[src/rtl/pst_pkg.sv]
package pst_pkg;

    localparam int MAX_USERS = 16;
    localparam int KEY_BYTES = 4;

    localparam int KEY_W    = 32;
    localparam int ACT_W    = 2;
    localparam int UNUM_W   = 5;
    localparam int STAT_W   = 2;
    localparam int UCNT_W   = 5;

    localparam int CNT_W    = $clog2(MAX_USERS + 1);
    localparam int ADDR_W   = (MAX_USERS > 1) ? $clog2(MAX_USERS) : 1;
    localparam int CMP_W    = (CNT_W > UNUM_W) ? CNT_W : UNUM_W;

    localparam int KEY_USED = (KEY_BYTES >= 4) ? 4 : KEY_BYTES;
    localparam logic [KEY_W-1:0] KEY_MASK =
        (KEY_USED >= 4) ? {KEY_W{1'b1}} : ({KEY_W{1'b1}} << (8 * (4 - KEY_USED)));

    localparam logic [ACT_W-1:0] ACT_CREATE = 2'd0;
    localparam logic [ACT_W-1:0] ACT_DELETE = 2'd1;
    localparam logic [ACT_W-1:0] ACT_LOGIN  = 2'd2;

    localparam logic [STAT_W-1:0] ST_OK      = 2'd0;
    localparam logic [STAT_W-1:0] ST_FULL    = 2'd1;
    localparam logic [STAT_W-1:0] ST_BADUSER = 2'd2;

    typedef enum logic [1:0] {
        S_IDLE,
        S_EXEC,
        S_SHIFT,
        S_SCAN
    } state_t;

endpackage

[src/rtl/pst_ram.sv]
module pst_ram #(
    parameter int DEPTH = 16,
    parameter int WIDTH = 32,
    parameter int AW    = 4
) (
    input  logic             clk,
    input  logic             wr_en,
    input  logic [AW-1:0]    wr_addr,
    input  logic [WIDTH-1:0] wr_data,
    input  logic             rd_en,
    input  logic [AW-1:0]    rd_addr,
    output logic [WIDTH-1:0] rd_data
);

    logic [WIDTH-1:0] mem [DEPTH];
    logic [WIDTH-1:0] rd_data_reg;

    always_ff @(posedge clk)
    begin
        if (wr_en)
        begin
            mem[wr_addr] <= wr_data;
        end
        if (rd_en)
        begin
            rd_data_reg <= mem[rd_addr];
        end
    end

    assign rd_data = rd_data_reg;

endmodule

[src/rtl/password_table_store_match_unit.sv]
// Password table with create, delete and login requests. Pulse start while busy is low to hand
// in an item; exactly one result follows, shown for one cycle with done high. The receiver cannot
// stall, so take granted, status and user_count in the done cycle. Create and rejected requests
// finish in the EXEC state, with no scan or shift. Login reads the table one entry per cycle
// through the single read port of the entry memory until it finds a match or has searched all
// entries. Delete of user n moves each later entry down through the memory, one read and
// one write per cycle. No clearing pass follows reset.
module password_table_store_match_unit (
    input  logic                        clk,
    input  logic                        rst_n,
    input  logic                        start,
    output logic                        busy,
    input  logic [pst_pkg::ACT_W-1:0]   action,
    input  logic [pst_pkg::KEY_W-1:0]   password,
    input  logic [pst_pkg::UNUM_W-1:0]  user_number,
    output logic                        done,
    output logic                        granted,
    output logic [pst_pkg::STAT_W-1:0]  status,
    output logic [pst_pkg::UCNT_W-1:0]  user_count
);

    pst_pkg::state_t state_reg, state_next;

    logic [pst_pkg::ACT_W-1:0]  act_reg;
    logic [pst_pkg::KEY_W-1:0]  key_reg;
    logic [pst_pkg::UNUM_W-1:0] unum_reg;

    logic [pst_pkg::CNT_W-1:0]  count_reg, count_next;
    logic [pst_pkg::CNT_W-1:0]  idx_reg, idx_next;
    logic                       done_reg, done_next;
    logic                       granted_reg, granted_next;
    logic [pst_pkg::STAT_W-1:0] status_reg, status_next;

    logic                       wr_en;
    logic [pst_pkg::ADDR_W-1:0] wr_addr;
    logic [pst_pkg::KEY_W-1:0]  wr_data;
    logic                       rd_en;
    logic [pst_pkg::ADDR_W-1:0] rd_addr;
    logic [pst_pkg::KEY_W-1:0]  rd_data;

    logic [pst_pkg::CMP_W-1:0]  unum_ext;
    logic [pst_pkg::CMP_W-1:0]  cnt_ext;
    logic [pst_pkg::CNT_W-1:0]  idx_inc;
    logic                       create_full;
    logic                       del_bad;
    logic                       del_more;
    logic                       shift_more;
    logic                       scan_hit;
    logic                       scan_more;
    logic                       accept;

    assign accept      = start && (state_reg == pst_pkg::S_IDLE);
    assign unum_ext    = pst_pkg::CMP_W'(unum_reg);
    assign cnt_ext     = pst_pkg::CMP_W'(count_reg);
    assign idx_inc     = idx_reg + pst_pkg::CNT_W'(1);
    assign create_full = count_reg >= pst_pkg::CNT_W'(pst_pkg::MAX_USERS);
    assign del_bad     = (unum_reg == '0) || (unum_ext > cnt_ext);
    assign del_more    = unum_ext < cnt_ext;
    assign shift_more  = idx_inc < count_reg;
    assign scan_hit    = rd_data == key_reg;
    assign scan_more   = idx_reg < count_reg;

    pst_ram #(
        .DEPTH (pst_pkg::MAX_USERS),
        .WIDTH (pst_pkg::KEY_W),
        .AW    (pst_pkg::ADDR_W)
    ) u_ram (
        .clk     (clk),
        .wr_en   (wr_en),
        .wr_addr (wr_addr),
        .wr_data (wr_data),
        .rd_en   (rd_en),
        .rd_addr (rd_addr),
        .rd_data (rd_data)
    );

    always_comb
    begin
        state_next = state_reg;
        unique case (state_reg)
            pst_pkg::S_IDLE:
            begin
                if (start)
                begin
                    state_next = pst_pkg::S_EXEC;
                end
            end
            pst_pkg::S_EXEC:
            begin
                state_next = pst_pkg::S_IDLE;
                if (act_reg == pst_pkg::ACT_DELETE && !del_bad && del_more)
                begin
                    state_next = pst_pkg::S_SHIFT;
                end
                else if (act_reg == pst_pkg::ACT_LOGIN && count_reg != '0)
                begin
                    state_next = pst_pkg::S_SCAN;
                end
            end
            pst_pkg::S_SHIFT:
            begin
                if (!shift_more)
                begin
                    state_next = pst_pkg::S_IDLE;
                end
            end
            pst_pkg::S_SCAN:
            begin
                if (scan_hit || !scan_more)
                begin
                    state_next = pst_pkg::S_IDLE;
                end
            end
            default:
            begin
                state_next = pst_pkg::S_IDLE;
            end
        endcase
    end

    always_comb
    begin
        count_next   = count_reg;
        idx_next     = idx_reg;
        done_next    = 1'b0;
        granted_next = granted_reg;
        status_next  = status_reg;
        wr_en        = 1'b0;
        wr_addr      = idx_reg[pst_pkg::ADDR_W-1:0];
        wr_data      = key_reg;
        rd_en        = 1'b0;
        rd_addr      = idx_reg[pst_pkg::ADDR_W-1:0];
        unique case (state_reg)
            pst_pkg::S_IDLE:
            begin
            end
            pst_pkg::S_EXEC:
            begin
                granted_next = 1'b0;
                status_next  = pst_pkg::ST_OK;
                done_next    = 1'b1;
                case (act_reg)
                    pst_pkg::ACT_CREATE:
                    begin
                        if (create_full)
                        begin
                            status_next = pst_pkg::ST_FULL;
                        end
                        else
                        begin
                            wr_en      = 1'b1;
                            wr_addr    = count_reg[pst_pkg::ADDR_W-1:0];
                            count_next = count_reg + pst_pkg::CNT_W'(1);
                        end
                    end
                    pst_pkg::ACT_DELETE:
                    begin
                        if (del_bad)
                        begin
                            status_next = pst_pkg::ST_BADUSER;
                        end
                        else if (del_more)
                        begin
                            done_next = 1'b0;
                            idx_next  = pst_pkg::CNT_W'(unum_reg);
                            rd_en     = 1'b1;
                            rd_addr   = pst_pkg::ADDR_W'(unum_reg);
                        end
                        else
                        begin
                            count_next = count_reg - pst_pkg::CNT_W'(1);
                        end
                    end
                    pst_pkg::ACT_LOGIN:
                    begin
                        if (count_reg != '0)
                        begin
                            done_next = 1'b0;
                            rd_en     = 1'b1;
                            rd_addr   = '0;
                            idx_next  = pst_pkg::CNT_W'(1);
                        end
                    end
                    default:
                    begin
                    end
                endcase
            end
            pst_pkg::S_SHIFT:
            begin
                // move entry idx down to idx - 1, read the next one ahead
                wr_en   = 1'b1;
                wr_addr = idx_reg[pst_pkg::ADDR_W-1:0] - pst_pkg::ADDR_W'(1);
                wr_data = rd_data;
                if (shift_more)
                begin
                    rd_en    = 1'b1;
                    rd_addr  = idx_inc[pst_pkg::ADDR_W-1:0];
                    idx_next = idx_inc;
                end
                else
                begin
                    count_next = count_reg - pst_pkg::CNT_W'(1);
                    done_next  = 1'b1;
                end
            end
            pst_pkg::S_SCAN:
            begin
                if (scan_hit)
                begin
                    granted_next = 1'b1;
                    done_next    = 1'b1;
                end
                else if (scan_more)
                begin
                    rd_en    = 1'b1;
                    idx_next = idx_inc;
                end
                else
                begin
                    done_next = 1'b1;
                end
            end
            default:
            begin
            end
        endcase
    end

    always_ff @(posedge clk or negedge rst_n)
    begin
        if (!rst_n)
        begin
            state_reg   <= pst_pkg::S_IDLE;
            count_reg   <= '0;
            done_reg    <= 1'b0;
            granted_reg <= 1'b0;
            status_reg  <= pst_pkg::ST_OK;
        end
        else
        begin
            state_reg   <= state_next;
            count_reg   <= count_next;
            done_reg    <= done_next;
            granted_reg <= granted_next;
            status_reg  <= status_next;
        end
    end

    always_ff @(posedge clk)
    begin
        idx_reg <= idx_next;
        if (accept)
        begin
            act_reg  <= action;
            key_reg  <= password & pst_pkg::KEY_MASK;
            unum_reg <= user_number;
        end
    end

    assign busy       = state_reg != pst_pkg::S_IDLE;
    assign done       = done_reg;
    assign granted    = granted_reg;
    assign status     = status_reg;
    assign user_count = pst_pkg::UCNT_W'(count_reg);

endmodule

[config.mk]
export PLATFORM = sky130hd
export DESIGN_NAME = password_table_store_match_unit
export DESIGN_NICKNAME = d
export VERILOG_FILES = /design/src/rtl/pst_pkg.sv /design/src/rtl/pst_ram.sv /design/src/rtl/password_table_store_match_unit.sv
export SDC_FILE = /design/constraint.sdc
export NUM_CORES = 1
export LEC_CHECK = 0
export BUFFER_PORTS_ARGS = -buffer_cell sky130_fd_sc_hd__buf_2
export CORE_MARGIN = 1
export CORE_UTILIZATION = 45
export CTS_BUF_LIST = sky130_fd_sc_hd__clkbuf_2 sky130_fd_sc_hd__clkbuf_4 sky130_fd_sc_hd__clkbuf_8
export CTS_CLUSTER_SIZE = 12
export DETAILED_ROUTE_END_ITERATION = 12
export MAX_ROUTING_LAYER = met4
export PLACE_DENSITY = 0.61
export SYNTH_ARGS = -nofsm -noshare
export SYNTH_HDL_FRONTEND = slang
export SYNTH_SLANG_ARGS = --single-unit
[constraint.sdc]
create_clock -name clk -period 4.7 [get_ports clk]
set_input_delay 0.47 -clock clk [delete_from_list [all_inputs] [get_ports clk]]
set_output_delay 0.47 -clock clk [all_outputs]
set_load 0.01 [all_outputs]
==> flow_summary.toml, run 1 <==
[run_status]
outcome = "finished, final reports clean"

[global_routing]
grt_max_degree = 66
antenna_found_initial = 1
gr-total-overflow = 0
grt_usage_pct = 22.64
grt_pass1_vias = 13210
grt_pass1_wl_mm = 85.91

[power_and_ir_drop]
ir_drop_uv = 700.0
power_frac_seq_pct = 38.6
p_int_mw = 12.24
leakage_nw = 9.461
p_per_area_mw_per_mm2 = 671.1
switching_share_pct = 35.05
pwr-share-clk_pct = 23.1
pwr-share-comb_pct = 38.3
switchingPower_mw = 6.605

[synth]
synthCells = 1324
yosysTopAreaCell = "edfxtp_1"
synth_nets = 1390
yosys-top-cells-area = "edfxtp_1 73%, mux4_2 5.9%, mux2i_1 3.9%, mux2_2 1.7%, o221a_1 1.3%"
avgSynthCellArea_um2 = 18.38
synthFlopType = "edfxtp_1"
ys_async_sr_fraction_pct = 1.836
synth_area_mm2 = 0.02434
synth_edf_count = 588
ys_seq_area_share_pct = 73.69
synth_seq_cells = 599
yosysTopAreaCellShare_pct = 72.56
synth_cell_types = 61
yosysWarnings = 0

[final_layout]
register_area_mm2 = 0.01793
largest_reg_flops = 512
nets = 1559
n_fill_cell = 4238
multi_input_area_mm2 = 0.006121
drive_gt1_share_pct = 24.82
num_antenna_cells = 0
fin_cells = 2255
area_delta_synth_final_pct = 15.39

[floorplanning]
chipHeight_um = 234.6
die_w_um = 234.6
start_util_pct = 45.94
rows = 84
core_mm2 = 0.05297
die_area_mm2 = 0.05501
io_pins = 52

[timing]
relSlewSlack_pct = 40.58
finalHoldViolCount = 0
rsz0062_at_grt = "no"
period_needed_ns = 4.212
fin_setup_tns_ns = 0
clock_skew_ns = 0.03777
post-route-period-util_pct = 89.61
clock.fmax_mhz = 237.4
tightest_slew_ns = 0.8912
slew_violations = 0
setup_violations = 0

[routing]
drt_iter0_markers = 1224
vias = 13040
postRouteAntennaNets = 0
dr.pass1.iters = 5
wirelength_mm = 59.01
vias_per_cell = 5.783
drc_errors = 0
wl_per_cell_um = 26.17

[flow_run]
cap_viol_max_count = 0

[setup_path]
worstSetupPathType = "reg -> reg"
path_common_cell = "a21oi_1"
r2r_slack_ns = 0.49
cp_slowest_cell = "nand3_2"
crit_fanout = 17
slowest_delay_ns = 0.64
critPathLaunch = "idx_reg[0]"
cp-start-kind = "flop"
end_kind = "flop"
required_ns = 5.21
critical_path_arrival_ns = 4.72
r2r-start = "idx_reg[0]"
path_cells = "ha_1 > nand3_1 > xnor2_1 > ha_1 > a21oi_1 > o21ai_0 > a21oi_1 > a21oi_1 > a311oi_1 > nand3_2 > buf_12 > o211ai_1"

[clock_network]
cts_buffers = 98
clkSinkCount = 599
clockBufferDepth = 3
root_buffer = "clkbuf_8"
cts.reportedPaths.clkPinSlew_ns = 0.06
htreeDepth = 3
worstSkewPairLatency_ns = 0.70
cts_tree = "built"
postCtsSetupBuffers = 0

[min_path]
hp-class = "in -> async"

[placement]
gp_congestion = 0.9157
port_buffers = 51
dp_hpwl_mm = 31.96
post-place-cells = 2041
==> layout make-up <==
type / count / area share (%)
clock buffer: 136 / 5.886
clock inverter: 38 / 0.8065
timing repair buffer: 136 / 4.251
sequential: 599 / 63.86
inverter: 25 / 0.3342
multi-input combinational: 633 / 21.80
tap: 688 / 3.066
==> synthesized netlist by cell type (all sizes together) (2+ instances only) <==
cell type,number
a22o,3
o221a,31
a32o,2
dfrtp,11
nor2,26
o21ai,54
nor3,5
mux4,64
nand4,6
and3,38
xnor2,7
mux2i,94
inv,25
clkbuf,32
a21boi,33
o211ai,33
a221oi,2
a21o,2
a21oi,15
nor4,8
o31ai,2
ha,24
nand2,38
o2111ai,3
edfxtp,588
and2,7
xor2,34
buf,35
nand3,9
o22ai,3
a31o,2
mux2,36
a22oi,36
==> per-layer routing <==
layer | track usage (%) | up-vias | part of all wire, %
met2 | 34.78 | 500 | 47
met3 | 4.227 | 89 | 6.7
met4 | 6.673 | 0 | 2.2
met1 | 30.85 | 6704 | 44
met5 | - | - | 0
li1 | - | 5747 | -
==> per-stage QoR <==
stage          setup WS, ns  hold WS [ns]  power [mW]  instance area (um^2)  utilization, %
2_1_floorplan        0.9072        0.1744       12.28                 24340               -
3_3_place_gp         0.5991        0.3633       14.48                 25800           48.71
3_5_place_dp         0.5795        0.3680       14.60                 25800           48.71
4_1_cts              0.4984        0.1614       18.99                 28080           53.01
5_1_grt              0.1870        0.2336       19.75                 28080           53.01
6_report             0.4883        0.2067       18.85                 28080           53.01
==> power by group through the flow <==
stage / combinational, mW / clock (mW) / sequential, mW
after global routing: 7.75 / 4.68 / 7.32
after global placement: 7.11 / 0 / 7.37
after CTS: 7.27 / 4.44 / 7.28
final: 7.22 / 4.35 / 7.28
after detailed placement: 7.22 / 0 / 7.38
after floorplan: 5.02 / 0 / 7.26
==> kinds of logic after synthesis <==
family / count (synthesis) / synth area share (%)
fa+ha+maj: 24 / 1.234
compound gates: 233 / 7.280
simple gates: 141 / 3.023
xor+xnor: 41 / 1.476
buf+inv: 92 / 1.846
flops: 599 / 73.69
mux: 194 / 11.45
==> worst paths after layout <==
path                                    endpoint  cells past startpoint
max in group asynchronous          user_count[1]                      2
min in group clk                    state_reg[0]                      3
worst max-delay path            u_ram.rd_data[9]                     12
worst max register to register  u_ram.rd_data[9]                     12
worst min-delay path                   status[0]                      2
worst min register to register         status[0]                      2
==> critical path: cells and delay by family (launching register included) <==
family | cells | cell delay [ns]
adder cells (fa/ha/maj) | 2 | 0.59
flip-flops | 1 | 0.57
AND/OR/NAND/NOR | 2 | 0.75
buffers and inverters | 1 | 0.41
AO/OA/AOI/OAI | 6 | 1.49
XOR/XNOR | 1 | 0.23
==> layout by cell type (no fill, tap or decap), drive strengths merged, types with 15 or more instances in the layout <==
cell and instances:
buf 96, o211ai 33, a22oi 36, mux2i 94, xor2 34, a21boi 33
nor2 26, nand2 38, mux2 36, dlygate4sd3 40, o221a 31, and3 38
mux4 64, clkbuf 136, o21ai 54, edfxtp 588, clkinv 35, ha 24
inv 27, a21oi 15
==> what timing repair did <==
| item | in CTS | in global routing |
|---|---|---|
| hold buffers | 40 | 0 |
| gates resized for setup | 0 | 0 |
| setup endpoints to repair | 0 | 0 |
| hold endpoints to repair | 50 | 0 |
Note: power is estimated with default switching activity, not from simulation.
==> run 2: changes to the inputs <==
--- a/config.mk
+++ b/config.mk
@@ -5,6 +5,7 @@
 export SDC_FILE = /design/constraint.sdc
 export NUM_CORES = 1
 export LEC_CHECK = 0
+export ABC_AREA = 1
 export BUFFER_PORTS_ARGS = -buffer_cell sky130_fd_sc_hd__buf_2
 export CORE_MARGIN = 1
 export CORE_UTILIZATION = 45
==> run 2 against run 1 <==
Against the previous run: power grew 26%; clock power is essentially flat; non-clock buffer count grew 12; combinational power grew 66%; sequential power is essentially flat; routed wire length grew 25%; via count grew 47%; die area grew 12%; sequential cell count is the same; critical path depth grew 5; sequential share of layout area shrank 5.7 points; critical endpoint is now u_ram.rd_data[5]; largest cell class unchanged.
==> flow_summary.toml, run 2 <==
[synth]
synthFlopType = "edfxtp_1"
yosysTopAreaCell = "edfxtp_1"
synthCells = 2669
synth_cell_types = 34
yosysTopAreaCellShare_pct = 64.68
ys_seq_area_share_pct = 65.69
yosysMostFrequentCell = "nand3_1"
yosysWarnings = 0
ys_async_sr_fraction_pct = 1.836
synth.cells.most_frequent = "625 x nand3_1, 588 x edfxtp_1, 581 x inv_1"
synth_nets = 2735
synth_edf_count = 588
yosys-top-cells-area = "edfxtp_1 65%, nand3_1 11%, inv_1 8.0%, nand2_1 7.5%, buf_2 1.2%"
avgSynthCellArea_um2 = 10.23
synth_area_mm2 = 0.02730
synth_seq_cells = 599

[global_routing]
gr-total-overflow = 0
grt_max_degree = 129
grt_usage_pct = 25.22
grt_pass1_wl_mm = 110.8
grt_pass1_vias = 18670
antenna_found_initial = 1

[clock_network]
clkSinkCount = 599
cts_buffers = 97
root_buffer = "clkbuf_8"
clockBufferDepth = 3
cts_tree = "built"
htreeDepth = 3
postCtsSetupBuffers = 0
cts.reportedPaths.clkPinSlew_ns = 0.07
worstSkewPairLatency_ns = 0.71

[power_and_ir_drop]
leakage_nw = 13.20
switchingPower_mw = 10.91
power_frac_seq_pct = 30.8
switching_share_pct = 46.10
ir_drop_uv = 1376
p_per_area_mw_per_mm2 = 767.5
p_int_mw = 12.76
pwr-share-clk_pct = 18.3
pwr-share-comb_pct = 50.8

[final_layout]
register_area_mm2 = 0.01793
final_common_cell = "nand3_1"
drive_gt1_share_pct = 10.46
n_fill_cell = 5232
multi_input_area_mm2 = 0.006609
nets = 2852
final_core_util_pct = 51.87
largest_reg_flops = 512
final_cell_mix = "625 x nand3_1, 588 x edfxtp_1, 579 x inv_1"
area_delta_synth_final_pct = 12.98

[setup_path]
worstSetupPathType = "reg -> reg"
path_cells = "inv_2 > ha_1 > ha_1 > nand2_1 > nor2_1 > o21ai_2 > nand3_1 > nand2_1 > nand3_1 > nand4_1 > nand2_8 > buf_12 > nand2_1 > nand3_1 > nand3_1 > nand3_1 > nand2_1"
end_kind = "flop"
r2r-start = "idx_reg[0]"
reg2reg_to = "u_ram.rd_data[5]"
crit_fanout = 68
r2r_slack_ns = 0.97
rr_worst_depth = 17
path_common_cell = "nand3_1"
cp_slowest_cell = "nand2_8"
crit_buf_inv = 2
required_ns = 5.13
critical_path_arrival_ns = 4.16
critical_path.top_delay_family = "simple AND/OR/NAND/NOR gates"
cp-start-kind = "flop"
slowest_delay_ns = 0.52

[timing]
clock_skew_ns = 0.03581
post-route-period-util_pct = 79.29
fin_setup_tns_ns = 0
finalHoldViolCount = 0
period_needed_ns = 3.727
tightest_slew_ns = 1.077
clock.fmax_mhz = 268.3
slew_violations = 0
relSlewSlack_pct = 27.69
rsz0062_at_grt = "no"
setup_violations = 0

[routing]
drt_iter0_markers = 1863
vias = 19170
postRouteAntennaNets = 0
vias_per_cell = 5.276
dr.pass1.iters = 6
drc_errors = 0
wirelength_mm = 73.91
wl_per_cell_um = 20.35

[flow_run]
cap_viol_max_count = 0

[placement]
port_buffers = 51
gp_congestion = 0.8656
dp_hpwl_mm = 37.49

[floorplanning]
core_mm2 = 0.05946
chipHeight_um = 248.3
die_w_um = 248.3
die_area_mm2 = 0.06165
start_util_pct = 45.91
io_pins = 52
rows = 89

[run_status]
outcome = "finished, final reports clean"

[min_path]
hp-class = "in -> async"
-- run 2: power groups by stage --
stage | combinational [mW] | sequential [mW] | clock, mW
floorplan | 8.38 | 7.33 | 0
global placement | 11.8 | 7.39 | 0
detailed placement | 11.9 | 7.40 | 0
CTS | 12.0 | 7.30 | 4.42
global route | 13.2 | 7.33 | 4.62
finish | 12.0 | 7.30 | 4.34
-- run 2: timing repair --
action / CTS / global route
hold buffers: 40 / 0
endpoints found under the hold margin: 50 / 0
resized for setup: 0 / 0
-- run 2: area by class of cell --
cell class,instances,share of cell area (%)
antenna,1,0.008113
multi-input combinational,1354,21.43
tap,773,3.136
sequential,599,58.14
clock inverter,52,0.9858
clock buffer,120,4.929
inverter,586,7.132
timing repair buffer,148,4.243
-- run 2: cell families (layout without fill, tap and decap cells) --
family	count (synthesis)	in the layout	synth area share, %
buffers and inverters	716	906	10.73
other	0	1	0
AND/OR/NAND/NOR	1246	1246	20.30
AO/OA/AOI/OAI	57	57	1.306
adder cells (fa/ha/maj)	24	24	1.100
XOR/XNOR	27	27	0.8663
flip-flops	599	599	65.69
-- run 2: worst max-delay path by stage --
stage                     cells after the start           endpoint          from
after floorplan                              13    u_ram.mem[1][0]  state_reg[1]
after global placement                       17  u_ram.rd_data[25]    idx_reg[0]
after detailed placement                     18   u_ram.rd_data[8]    idx_reg[0]
after CTS                                    18   u_ram.rd_data[5]    idx_reg[0]
after global routing                         18  u_ram.rd_data[22]    idx_reg[0]
final                                        17   u_ram.rd_data[5]    idx_reg[0]
-- run 2: worst register-to-register path, cell delays in order, from the launching register on --
cell      delay [ns]
edfxtp_1        0.50
inv_2           0.23
ha_1            0.32
ha_1            0.29
nand2_1         0.05
nor2_1          0.11
o21ai_2         0.07
nand3_1         0.12
nand2_1         0.06
nand3_1         0.08
nand4_1         0.31
nand2_8         0.52
buf_12          0.34
nand2_1         0.10
nand3_1         0.08
nand3_1         0.09
nand3_1         0.11
nand2_1         0.06
-- run 2: per-stage QoR --
| stage | std cells | area (um^2) | total power [mW] | worst slack, ns | hold slack [ns] |
|---|---|---|---|---|---|
| 2_1_floorplan | 2669 | 27300 | 15.71 | 1.234 | 0.1744 |
| 3_3_place_gp | 3420 | 28620 | 19.16 | 1.052 | 0.3449 |
| 3_5_place_dp | 3420 | 28620 | 19.32 | 0.9612 | 0.3560 |
| 4_1_cts | 3632 | 30840 | 23.70 | 0.9397 | 0.1211 |
| 5_1_grt | 3633 | 30840 | 25.16 | 0.6521 | 0.1502 |
| 6_report | 3633 | 30840 | 23.67 | 0.9731 | 0.1590 |
-- run 2: layer usage --
metal / part of all wire [%] / global-route usage [%] / up-vias
met1: 42 / 32.30 / 9213
met4: 3.1 / 8.662 / 0
met5: 0 / - / -
met2: 47 / 39.87 / 800
li1: - / - / 8967
met3: 8.3 / 5.225 / 186
